**src/lgp_pkg.sv**
```systemverilog
// ----------------------------------------------------------------------------
// lgp_pkg: shared types and constants for the linear gradient pixel block
// Register map codes, configuration bundle, reset values and the helper
// that picks one packed RGBA stop word out of the two stop registers.
// ----------------------------------------------------------------------------
`default_nettype none

package lgp_pkg;

	// Gradient limits
	localparam int MAX_STOPS = 4;
	localparam int MAX_DIM   = 4096;

	// APB register port geometry: 64-bit registers on 8-byte strides
	localparam int LGP_DATA_W = 64;
	localparam int LGP_ADDR_W = 6;
	localparam int LGP_IDX_LSB = 3;

	// Register indexes
	localparam logic [2:0] REG_IMAGE_WIDTH  = 3'd0;
	localparam logic [2:0] REG_IMAGE_HEIGHT = 3'd1;
	localparam logic [2:0] REG_COS_A        = 3'd2;
	localparam logic [2:0] REG_SIN_A        = 3'd3;
	localparam logic [2:0] REG_INV_SPAN     = 3'd4;
	localparam logic [2:0] REG_NUM_STOPS    = 3'd5;
	localparam logic [2:0] REG_STOPS_LO     = 3'd6;
	localparam logic [2:0] REG_STOPS_HI     = 3'd7;

	// Reset values
	localparam logic [12:0] RST_IMAGE_WIDTH  = 13'd256;
	localparam logic [12:0] RST_IMAGE_HEIGHT = 13'd256;
	localparam logic [15:0] RST_COS_A        = 16'h4000;
	localparam logic [15:0] RST_SIN_A        = 16'h0000;
	localparam logic [23:0] RST_INV_SPAN     = 24'd46341;
	localparam logic [2:0]  RST_NUM_STOPS    = 3'd2;

	// Distance scale: Q16, one half and one
	localparam logic [16:0] DIST_HALF = 17'd32768;
	localparam logic [16:0] DIST_ONE  = 17'd65536;

	typedef struct packed {
		logic        [12:0] image_width;
		logic        [12:0] image_height;
		logic signed [15:0] cos_a;
		logic signed [15:0] sin_a;
		logic        [23:0] inv_span;
		logic        [2:0]  num_stops;
		logic        [63:0] stops_lo;
		logic        [63:0] stops_hi;
	} lgp_cfg_t;

	// Select stop word k (0..3) from the packed stop registers
	function automatic logic [31:0] stop_word(input logic [63:0] lo, input logic [63:0] hi,
			input logic [1:0] k);
		logic [63:0] pair;
		begin
			pair = k[1] ? hi : lo;
			stop_word = k[0] ? pair[63:32] : pair[31:0];
		end
	endfunction

endpackage

`default_nettype wire

```
**src/lgp_regs.sv**
```systemverilog
// ----------------------------------------------------------------------------
// lgp_regs: APB configuration registers
// Holds the gradient geometry, reciprocal span, stop count and stop colors.
// Writes land on the access cycle; reads return the stored value.
// ----------------------------------------------------------------------------
`default_nettype none

module lgp_regs
	import lgp_pkg::*;
(
	input  wire logic                  clk,
	input  wire logic                  arst_n,
	input  wire logic                  psel,
	input  wire logic                  penable,
	input  wire logic                  pwrite,
	input  wire logic [LGP_ADDR_W-1:0] paddr,
	input  wire logic [LGP_DATA_W-1:0] pwdata,
	output logic      [LGP_DATA_W-1:0] prdata,
	output logic                       pready,
	output lgp_cfg_t                   cfg
);

	lgp_cfg_t   cfg_q;
	logic       wr_en;
	logic [2:0] reg_idx;

	assign pready  = 1'b1;
	assign wr_en   = psel & penable & pwrite;
	assign reg_idx = paddr[LGP_ADDR_W-1:LGP_IDX_LSB];
	assign cfg     = cfg_q;

	// Write decode
	always_ff @(posedge clk or negedge arst_n) begin
		if (!arst_n) begin
			cfg_q.image_width  <= RST_IMAGE_WIDTH;
			cfg_q.image_height <= RST_IMAGE_HEIGHT;
			cfg_q.cos_a        <= RST_COS_A;
			cfg_q.sin_a        <= RST_SIN_A;
			cfg_q.inv_span     <= RST_INV_SPAN;
			cfg_q.num_stops    <= RST_NUM_STOPS;
			cfg_q.stops_lo     <= '0;
			cfg_q.stops_hi     <= '0;
		end else if (wr_en) begin
			unique case (reg_idx)
				REG_IMAGE_WIDTH:  cfg_q.image_width  <= pwdata[12:0];
				REG_IMAGE_HEIGHT: cfg_q.image_height <= pwdata[12:0];
				REG_COS_A:        cfg_q.cos_a        <= pwdata[15:0];
				REG_SIN_A:        cfg_q.sin_a        <= pwdata[15:0];
				REG_INV_SPAN:     cfg_q.inv_span     <= pwdata[23:0];
				REG_NUM_STOPS:    cfg_q.num_stops    <= pwdata[2:0];
				REG_STOPS_LO:     cfg_q.stops_lo     <= pwdata;
				REG_STOPS_HI:     cfg_q.stops_hi     <= pwdata;
				default:          ;
			endcase
		end
	end

	// Read mux
	always_comb begin
		unique case (reg_idx)
			REG_IMAGE_WIDTH:  prdata = {51'd0, cfg_q.image_width};
			REG_IMAGE_HEIGHT: prdata = {51'd0, cfg_q.image_height};
			REG_COS_A:        prdata = {48'd0, cfg_q.cos_a};
			REG_SIN_A:        prdata = {48'd0, cfg_q.sin_a};
			REG_INV_SPAN:     prdata = {40'd0, cfg_q.inv_span};
			REG_NUM_STOPS:    prdata = {61'd0, cfg_q.num_stops};
			REG_STOPS_LO:     prdata = cfg_q.stops_lo;
			REG_STOPS_HI:     prdata = cfg_q.stops_hi;
			default:          prdata = '0;
		endcase
	end

endmodule

`default_nettype wire

```
**config.mk**
```make
export PLATFORM = sky130hd
export DESIGN_NAME = lgp_regs
export DESIGN_NICKNAME = d
export VERILOG_FILES = /design/src/lgp_pkg.sv /design/src/lgp_regs.sv
export SDC_FILE = /design/constraint.sdc
export NUM_CORES = 1
export LEC_CHECK = 0
export ABC_AREA = 1
export BUFFER_PORTS_ARGS = -buffer_cell sky130_fd_sc_hd__buf_2
export CAP_MARGIN = 15
export CORE_ASPECT_RATIO = 1.1
export CORE_UTILIZATION = 35
export CTS_BUF_LIST = sky130_fd_sc_hd__clkbuf_8
export DETAILED_ROUTE_END_ITERATION = 6
export GPL_TIMING_DRIVEN = 0
export PLACE_DENSITY_LB_ADDON = 0.15
export SYNTH_ARGS = -nofsm -noshare
export SYNTH_HDL_FRONTEND = slang
export SYNTH_SLANG_ARGS = --single-unit
export TNS_END_PERCENT = 30
```
**constraint.sdc**
```tcl
create_clock -name clk -period 1.5 [get_ports clk]
set_input_delay 0.075 -clock clk [delete_from_list [all_inputs] [get_ports clk]]
set_output_delay 0.075 -clock clk [all_outputs]
set_load 0.05 [all_outputs]
```
==> impl_metrics.tcl, run 1 <==
set metrics [dict create \
    status "finished with violations" \
    violations "setup timing" \
    dr.pass1.iters 5 \
    synthCells 1174 \
    largest_reg_flops 213 \
    synth_ff_type "dfrtp_1" \
    p_int_mw 12.2 \
    clk_latency_ns 0.54 \
    ant_nets 0 \
    final_max_slew_viol_count 0 \
    p_comb_frac 0.417 \
    grt_max_degree 112 \
    initial_utilization 0.359 \
    seq_area_frac_synth 0.547 \
    antenna_found_initial 2 \
    fillers 2689 \
    clkTransAtPathRegs_ns 0.06 \
    critPathMaxFanout 2 \
    regToRegStartpoint "cfg[6]" \
    drv_cap 0 \
    seqPwrFrac 0.344 \
    io_buffers 346 \
    yosysMostFrequentCell "nand2_1" \
    synthArstFlopShare 1.00 \
    grt_pass1_wl_microns 58900 \
    ir_drop_v 0.000781 \
    reg2reg_depth 4 \
    power_leakage_nw 7.50 \
    cts_root_buf "clkbuf_8" \
    rsz0062_at_grt "true" \
    gr-total-overflow 0 \
    syn_to_final_growth_pct 44.8 \
    wl_per_cell_microns 19.3 \
    synthTopCellsByArea "dfrtp_1 52%, nand2_1 13%, o21ai_0 7.7%" \
    timing.rr.end "cfg[6]" \
    finalHoldViolations 0 \
    grt.total_usage 0.273 \
    hp-class "input pin to flip-flop" \
    synth_common_cells "331 x nand2_1, 202 x dfrtp_1, 150 x o21ai_0, 101 x inv_1, 86 x nor2_1" \
    reg2reg_slack_ns 0.58 \
    crit_type "flip-flop to output pin" \
    syn_nets 1249 \
    endpoint_kind "output pin" \
    tightest_slew_ns 0.854 \
    htreeDepth 2 \
    drive_above_1_share 0.365 \
    postSynthAreaPerCell_sq_um 8.33 \
    tns_ns -1.23 \
    cts_tree "yes" \
    dieArea_sq_um 28600 \
    clock_path_buffers 3 \
    yosysTopAreaCellShare 0.517 \
    slew_headroom 0.431 \
    total_power_mw 22.9 \
    cts_buffers 38 \
    whs_path_depth 5 \
    drt-initial-drc-count 702 \
    clock-skew-final_ns 0 \
    crit_required_ns 1.42 \
    critPathLaunchType "flip-flop" \
    netlist_area_sq_um 9780 \
    viasPerCell 4.95 \
    max_freq_ghz 0.606 \
    dr_total_vias 10200 \
    ios 353 \
    hold-path-endpoint "cfg[201]" \
    synth-edff-count 0 \
    drcViolationCount 0 \
    ys_types 28 \
    core_sq_um 27200 \
    yosysWarningCount 0 \
    die_height_microns 177 \
    powerDensity_nw_per_um2 1620 \
    globalplace.congestion 0.874 \
    clock_sinks 213 \
    ys_ff_latch 213 \
    p_sw_mw 10.7 \
    fin_crit_ns 1.65 \
    min-delay-start "paddr[4]" \
    pwr-share-clk 0.239 \
    finish.net_count 1742 \
    swShare 0.467 \
    first_global_vias 9963 \
    setup_violations 15 \
    hpwl_microns 28300 \
    pre_cts_slack_ns -0.377 \
    worst_slack_ns -0.151 \
    yosysTopAreaCell "dfrtp_1" \
    die_w_microns 161 \
    rows 63 \
    period_share 1.10 \
    wl_microns 39600 \
    cp.arrival_ns 1.58 \
]
placed cells by master (no fill, tap or decap), drive strengths merged:
| cell | count |
|---|---|
| buf | 431 |
| dfstp | 11 |
| nand2 | 341 |
| o21ai | 186 |
| nand4 | 58 |
| dlygate4sd3 | 65 |
| dfrtp | 202 |
| inv | 117 |
| clkinv | 5 |
| conb | 1 |
| nor3 | 3 |
| diode | 3 |
| nand3 | 62 |
| or2 | 1 |
| o211ai | 8 |
| clkbuf | 87 |
| a21oi | 26 |
| clkinvlp | 2 |
| nor2 | 88 |
layout make-up:
| class | instances | area, sq um | area share |
|---|---|---|---|
| Clock inverter | 18 | 81.3 | 0.00574 |
| Buffer | 80 | 487 | 0.0344 |
| Inverter | 106 | 403 | 0.0285 |
| Multi-Input combinational cell | 774 | 3780 | 0.267 |
| Timing Repair Buffer | 454 | 2920 | 0.207 |
| Antenna cell | 3 | 7.51 | 0.000530 |
| Clock buffer | 49 | 674 | 0.0476 |
| Tap cell | 357 | 447 | 0.0315 |
| Sequential cell | 213 | 5350 | 0.378 |
metrics by stage:
step           hold slack (ns)  utilization  std cells  area (sq um)
6_report                0.0620        0.521       2054         14200
5_1_grt                 0.0838        0.521       2053         14200
4_1_cts                 0.0296        0.512       2039         13900
3_5_place_dp             0.179        0.443       1878         12100
3_3_place_gp             0.299        0.442       1877         12000
2_1_floorplan           -0.221            -       1174          9840
critical path, stage by stage, from the launching register on:
cell     delay, ns
dfstp_2       0.54
nand4_1       0.09
nand2_1       0.09
nor2_1        0.06
nand3_2       0.10
buf_8         0.16
timing repair:
item	4_1_cts	5_1_grt
resized for setup	86	57
buffers inserted	29	13
endpoints found under the setup margin	58	48
hold buffers	65	0
pin swaps	27	18
hold endpoints to repair	283	0
metal layers:
layer | part of all wire | GRT usage | up-vias | wire length, microns
li1 | - | - | 4789 | -
met1 | 0.39 | 0.331 | 4815 | 15600
met2 | 0.49 | 0.457 | 477 | 19200
met3 | 0.083 | 0.0703 | 95 | 3290
met4 | 0.038 | 0.119 | 0 | 1490
met5 | 0 | 0 | - | 0
how the worst max path moves through the flow:
stage          startpoint    endpoint  cells past startpoint
4_1_cts          cfg[129]   prdata[1]                      5
3_3_place_gp       arst_n     cfg[87]                      1
3_5_place_dp         psel    cfg[176]                      6
2_1_floorplan    cfg[102]  prdata[38]                      2
6_report         cfg[129]   prdata[1]                      5
5_1_grt          cfg[129]   prdata[1]                      5
cells by family (layout without fill, tap and decap cells):
family                 count (synthesis)  after routing  share of synthesized area
and+or+nand+nor                      553            553                      0.245
AOI/OAI and AO/OA                    220            220                      0.120
DFF                                  213            213                      0.547
buffers and inverters                187            707                     0.0882
other                                  1              4                   0.000384
power groups by stage:
stage	logic (mW)	clock network [mW]	registers (mW)
floorplan	2.22	0	12.1
global placement	8.71	0	8.00
detailed placement	8.78	0	8.00
CTS	9.41	5.58	7.88
global route	10.1	5.85	8.03
finish	9.58	5.47	7.89
No activity file was read; power rests on OpenSTA's default activity.
==> run 2: changes to the inputs <==
==> constraint.sdc (replaced) <==
create_clock -name clk -period 1.8 [get_ports clk]
set_input_delay 0.09 -clock clk [delete_from_list [all_inputs] [get_ports clk]]
set_output_delay 0.09 -clock clk [all_outputs]
set_load 0.05 [all_outputs]
==> run 2 against run 1 <==
Net effect: the run now ends clean; core utilization fell by 2.8 points; non-clock buffer count fell by 40; clock-buffer cell count fell by 8; cell count fell by 2.1%; global-route usage fell by 0.36 points; clock skew did not move; first-iteration DRC count fell by 8.1%; sequential share of layout area rose by 2.1 points; critical endpoint is now prdata[4]; highest routed layer unchanged.
==> impl_metrics.tcl, run 2 (synthesis results as in run 1) <==
set metrics [dict create \
    crit_required_ns 1.71 \
    cts_root_buf "clkbuf_8" \
    cts_tree "yes" \
    rsz0062_at_grt "true" \
    crit_path_cell_trace "buf_2, buf_6, nor3_4, clkbuf_1, nand2_1, nand3_1, buf_2" \
    period_share 0.993 \
    placedInstanceArea_sq_um 12000 \
    tightest_slew_ns 0.786 \
    regToRegStartpoint "cfg[141]" \
    critPathMaxFanout 10 \
    drcViolationCount 0 \
    max_freq_ghz 0.560 \
    wl_microns 38400 \
    finish.net_count 1703 \
    ir_drop_v 0.000699 \
    grt_max_degree 116 \
    antenna_found_initial 1 \
    critPathLaunchType "input pin" \
    dr.pass1.iters 5 \
    dr_total_vias 9977 \
    clock_path_buffers 3 \
    core_sq_um 27200 \
    crit_slowest_cell "clkbuf_1" \
    setup.worst_path.start "paddr[3]" \
    setup_violations 0 \
    die_w_microns 161 \
    fin_crit_ns 1.79 \
    cts_buffers 39 \
    first_global_vias 9930 \
    layout_commonest_cell "buf_2" \
    viasPerCell 4.96 \
    crit_type "input pin to output pin" \
    gr-total-overflow 0 \
    hp-class "input pin to flip-flop" \
    status "complete, no violations" \
    clock-skew-final_ns 0 \
    slew_headroom 0.476 \
    min-delay-start "paddr[4]" \
    fillers 2750 \
    grt_pass1_wl_microns 58000 \
    dieArea_sq_um 28600 \
    drt-initial-drc-count 645 \
    io_buffers 346 \
    power_leakage_nw 7.15 \
    cp_slowest_stage_delay_ns 0.43 \
    layout_common_cells "360 x buf_2, 331 x nand2_1, 202 x dfrtp_1" \
    initial_utilization 0.359 \
    finalHoldViolations 0 \
    hpwl_microns 28100 \
    clkTransAtPathRegs_ns 0.06 \
    grt.total_usage 0.269 \
    final_area_sq_um 13400 \
    rows 63 \
    drive_above_1_share 0.302 \
    wl_per_cell_microns 19.1 \
    crit_top_cell "buf_2" \
    drv_cap 0 \
    total_power_mw 18.1 \
    globalplace.congestion 0.872 \
    clock_sinks 213 \
    tns_ns 0 \
    die_height_microns 177 \
    final_max_slew_viol_count 0 \
    htreeDepth 2 \
    endpoint_kind "output pin" \
    powerDensity_nw_per_um2 1350 \
    syn_to_final_growth_pct 36.9 \
    largest_reg_flops 213 \
    ant_nets 0 \
    cp.arrival_ns 1.70 \
    clk_latency_ns 0.54 \
    ios 353 \
]
## run 2: cell types whose count changed in the layout (fill, tap and decap cells not counted), moves of 10 or more
cell      change
nand3_2      -11
nand3_1      +11
clkbuf_4     -10
buf_6        -12
buf_2        +36
o21ai_0      +28
o21ai_1      -13
nor2_1       +18
nor2_2       -12
buf_4        -55
inv_1        +15
o21ai_2      -15
## run 2: report_power, final
group          internal [mW]  switching [mW]  leakage, nW
logic                   1.54            5.84         4.12
registers               5.83           0.782         2.61
clock network           2.09            2.05        0.408
total                   9.46            8.67         7.15
## run 2: worst paths after layout
kind	endpoint	slack, ns	cells after the start
worst min-delay path	cfg[202]	0.07	5
max in group asynchronous	cfg[44]	0.71	4
worst min register to register	cfg[185]	0.49	2
min in group asynchronous	cfg[136]	0.15	3
worst max-delay path	prdata[4]	0.01	7
worst max register to register	cfg[141]	1.02	2
## run 2: routing by layer
metal	GRT usage	vias to the layer above	part of all wire
li1	-	4717	-
met1	0.327	4758	0.40
met2	0.467	428	0.49
met3	0.0607	74	0.079
met4	0.0975	0	0.030
met5	0	-	0
## run 2: final cells by class
cell class / count / area [sq um] / share of cell area
Antenna cell: 1 / 2.50 / 0.000187
Buffer: 81 / 462 / 0.0345
Clock buffer: 41 / 564 / 0.0422
Clock inverter: 25 / 109 / 0.00813
Inverter: 106 / 400 / 0.0299
Multi-Input combinational cell: 774 / 3580 / 0.268
Sequential cell: 213 / 5340 / 0.399
Tap cell: 357 / 447 / 0.0334
Timing Repair Buffer: 413 / 2470 / 0.185
## run 2: what timing repair did
action                                  CTS  global route
gates cloned                              0             0
hold buffers                             65             0
hold endpoints to repair                305             0
gates resized for setup                   4            13
endpoints found under the setup margin    4            11
setup buffers                             0             0
## run 2: through the flow
step           worst slack (ns)   util  hold WS [ns]  cells
2_1_floorplan            -0.111      -        -0.206   1174
3_3_place_gp              -3.24  0.440         0.311   1877
3_5_place_dp            -0.0757  0.442         0.188   1879
4_1_cts                  0.0116  0.491        0.0353   2010
5_1_grt                -0.00498  0.492        0.0698   2011
6_report                 0.0130  0.492        0.0699   2011
## run 2: worst max-delay path: cells and delay by family
kind	cells	cell delay (ns)
buffers and inverters	4	1.00
and+or+nand+nor	3	0.60
==> run 3: changes to the inputs <==
--- a/config.mk
+++ b/config.mk
@@ -13,7 +13,7 @@
 export CTS_BUF_LIST = sky130_fd_sc_hd__clkbuf_8
 export DETAILED_ROUTE_END_ITERATION = 6
 export GPL_TIMING_DRIVEN = 0
-export PLACE_DENSITY_LB_ADDON = 0.15
+export PLACE_DENSITY = 0.72
 export SYNTH_ARGS = -nofsm -noshare
 export SYNTH_HDL_FRONTEND = slang
 export SYNTH_SLANG_ARGS = --single-unit
==> constraint.sdc (replaced) <==
create_clock -name clk -period 1.8 [get_ports clk]
set_input_delay 0.27 -clock clk [delete_from_list [all_inputs] [get_ports clk]]
set_output_delay 0.27 -clock clk [all_outputs]
set_load 0.05 [all_outputs]
==> run 3 against run 2 <==
Net effect: the run now ends with setup timing left; clock skew stayed put; via count is 7.1% higher; worst hold slack worse by 0.062 ns; cell count is 1.7% higher; first-iteration DRC count is 32% higher; wire length is 9.5% higher; register-to-register slack worse by 0.13 ns; clock power is 23% higher; clock-buffer cell count is 9 higher.
==> impl_metrics.tcl, run 3 (synthesis results as in run 1) <==
set metrics [dict create \
    status "finished with violations" \
    violations "setup timing" \
    gr-total-overflow 0 \
    die_height_microns 177 \
    drt-initial-drc-count 851 \
    drv_cap 0 \
    finalHoldViolations 0 \
    cts_root_buf "clkbuf_8" \
    finish.net_count 1732 \
    ir_drop_v 0.000871 \
    crit_type "flip-flop to output pin" \
    clk_latency_ns 0.55 \
    cts_tree "yes" \
    globalplace.congestion 0.928 \
    grt.total_usage 0.287 \
    clkTransAtPathRegs_ns 0.06 \
    layout_commonest_cell "nand2_1" \
    period_share 1.04 \
    core_sq_um 27200 \
    endpoint_kind "output pin" \
    cp.arrival_ns 1.60 \
    clock_sinks 213 \
    setup_violations 8 \
    grt_pass1_wl_microns 61500 \
    htreeDepth 2 \
    die_w_microns 161 \
    fin_crit_ns 1.87 \
    final_area_sq_um 14200 \
    drive_above_1_share 0.354 \
    initial_utilization 0.359 \
    io_buffers 346 \
    grt_max_degree 86 \
    max_freq_ghz 0.534 \
    tightest_slew_ns 0.655 \
    rows 63 \
    ant_nets 0 \
    critPathMaxFanout 3 \
    largest_reg_flops 213 \
    first_global_vias 10300 \
    placedInstanceArea_sq_um 12000 \
    hpwl_microns 30300 \
    dr.pass1.iters 5 \
    ios 353 \
    clock-skew-final_ns 0 \
    hp-class "input pin to flip-flop" \
    dieArea_sq_um 28600 \
    tns_ns -0.288 \
    viasPerCell 5.22 \
    power_leakage_nw 7.51 \
    clock_path_buffers 3 \
    wl_microns 42100 \
    rsz0062_at_grt "true" \
    cts_buffers 39 \
    syn_to_final_growth_pct 45.1 \
    worst_slack_ns -0.0734 \
    crit_required_ns 1.53 \
    slew_headroom 0.563 \
    critPathLaunchType "flip-flop" \
    layout_common_cells "326 x nand2_1, 310 x buf_2, 202 x dfrtp_1" \
    powerDensity_nw_per_um2 1390 \
    dr_total_vias 10700 \
    antenna_found_initial 2 \
    final_max_slew_viol_count 0 \
    wl_per_cell_microns 20.6 \
    drcViolationCount 0 \
]
[run 3: cell types whose count changed in the layout (fill, tap and decap cells not counted), sizes merged]
| cell | change |
|---|---|
| buf | +30 |
| bufinv | +3 |
| clkbuf | +12 |
| clkinv | +3 |
| clkinvlp | -2 |
| dlygate4sd3 | -4 |
| inv | -8 |
[run 3: layer usage]
layer | share of wire | track usage
met1 | 0.38 | 0.345
met2 | 0.49 | 0.494
met3 | 0.093 | 0.0715
met4 | 0.035 | 0.112
met5 | 0.00069 | 0
[run 3: critical path, stage by stage, from the launching register on]
cell and delay, ns:
dfrtp_1 0.41, nand4_1 0.10, nand2_1 0.07, nor2_2 0.16, nand3_2 0.14, buf_6 0.18
[run 3: final cells by class]
| class | count | area [sq um] |
|---|---|---|
| Inverter | 106 | 408 |
| Clock inverter | 21 | 174 |
| Tap cell | 357 | 447 |
| Clock buffer | 50 | 688 |
| Fill cell | 2562 | 13000 |
| Multi-Input combinational cell | 774 | 3750 |
| Sequential cell | 213 | 5340 |
| Antenna cell | 1 | 2.50 |
| Buffer | 80 | 520 |
| Timing Repair Buffer | 443 | 2850 |
[run 3: power by group]
group          switching (mW)  internal [mW]
sequential              0.806           5.83
clock                    2.15           2.94
combinational            6.09           1.84
[run 3: stage by stage]
| step | cells | utilization | total power [mW] | hold WS, ns | worst slack, ns |
|---|---|---|---|---|---|
| CTS | 2029 | 0.513 | 19.5 | 0.000101 | -0.0790 |
| finish | 2045 | 0.522 | 19.7 | 0.00801 | -0.0734 |
| global route | 2044 | 0.522 | 20.4 | 0.0219 | -0.147 |
| detailed placement | 1879 | 0.442 | 14.0 | 0.235 | -0.401 |
| floorplan | 1174 | - | 11.9 | -0.0256 | -0.372 |
| global placement | 1877 | 0.440 | 13.9 | 0.475 | -3.27 |
[run 3: final timing paths]
path | startpoint | end | slack, ns | cells after the start
hold reg to reg | cfg[208] | cfg[208] | 0.49 | 2
setup reg to reg | cfg[129] | cfg[129] | 0.89 | 3
max in group asynchronous | arst_n | cfg[122] | 0.40 | 4
setup / recovery | cfg[182] | prdata[11] | -0.07 | 5
min in group asynchronous | arst_n | cfg[209] | 0.26 | 2
hold / removal | pwdata[41] | cfg[105] | 0.008 | 3
[run 3: timing repair]
item,4_1_cts,5_1_grt
setup endpoints to repair,64,60
buffers inserted,19,14
hold buffers,61,0
cloned,0,1
resized for setup,116,48
pin swaps,14,20
endpoints found under the hold margin,155,0
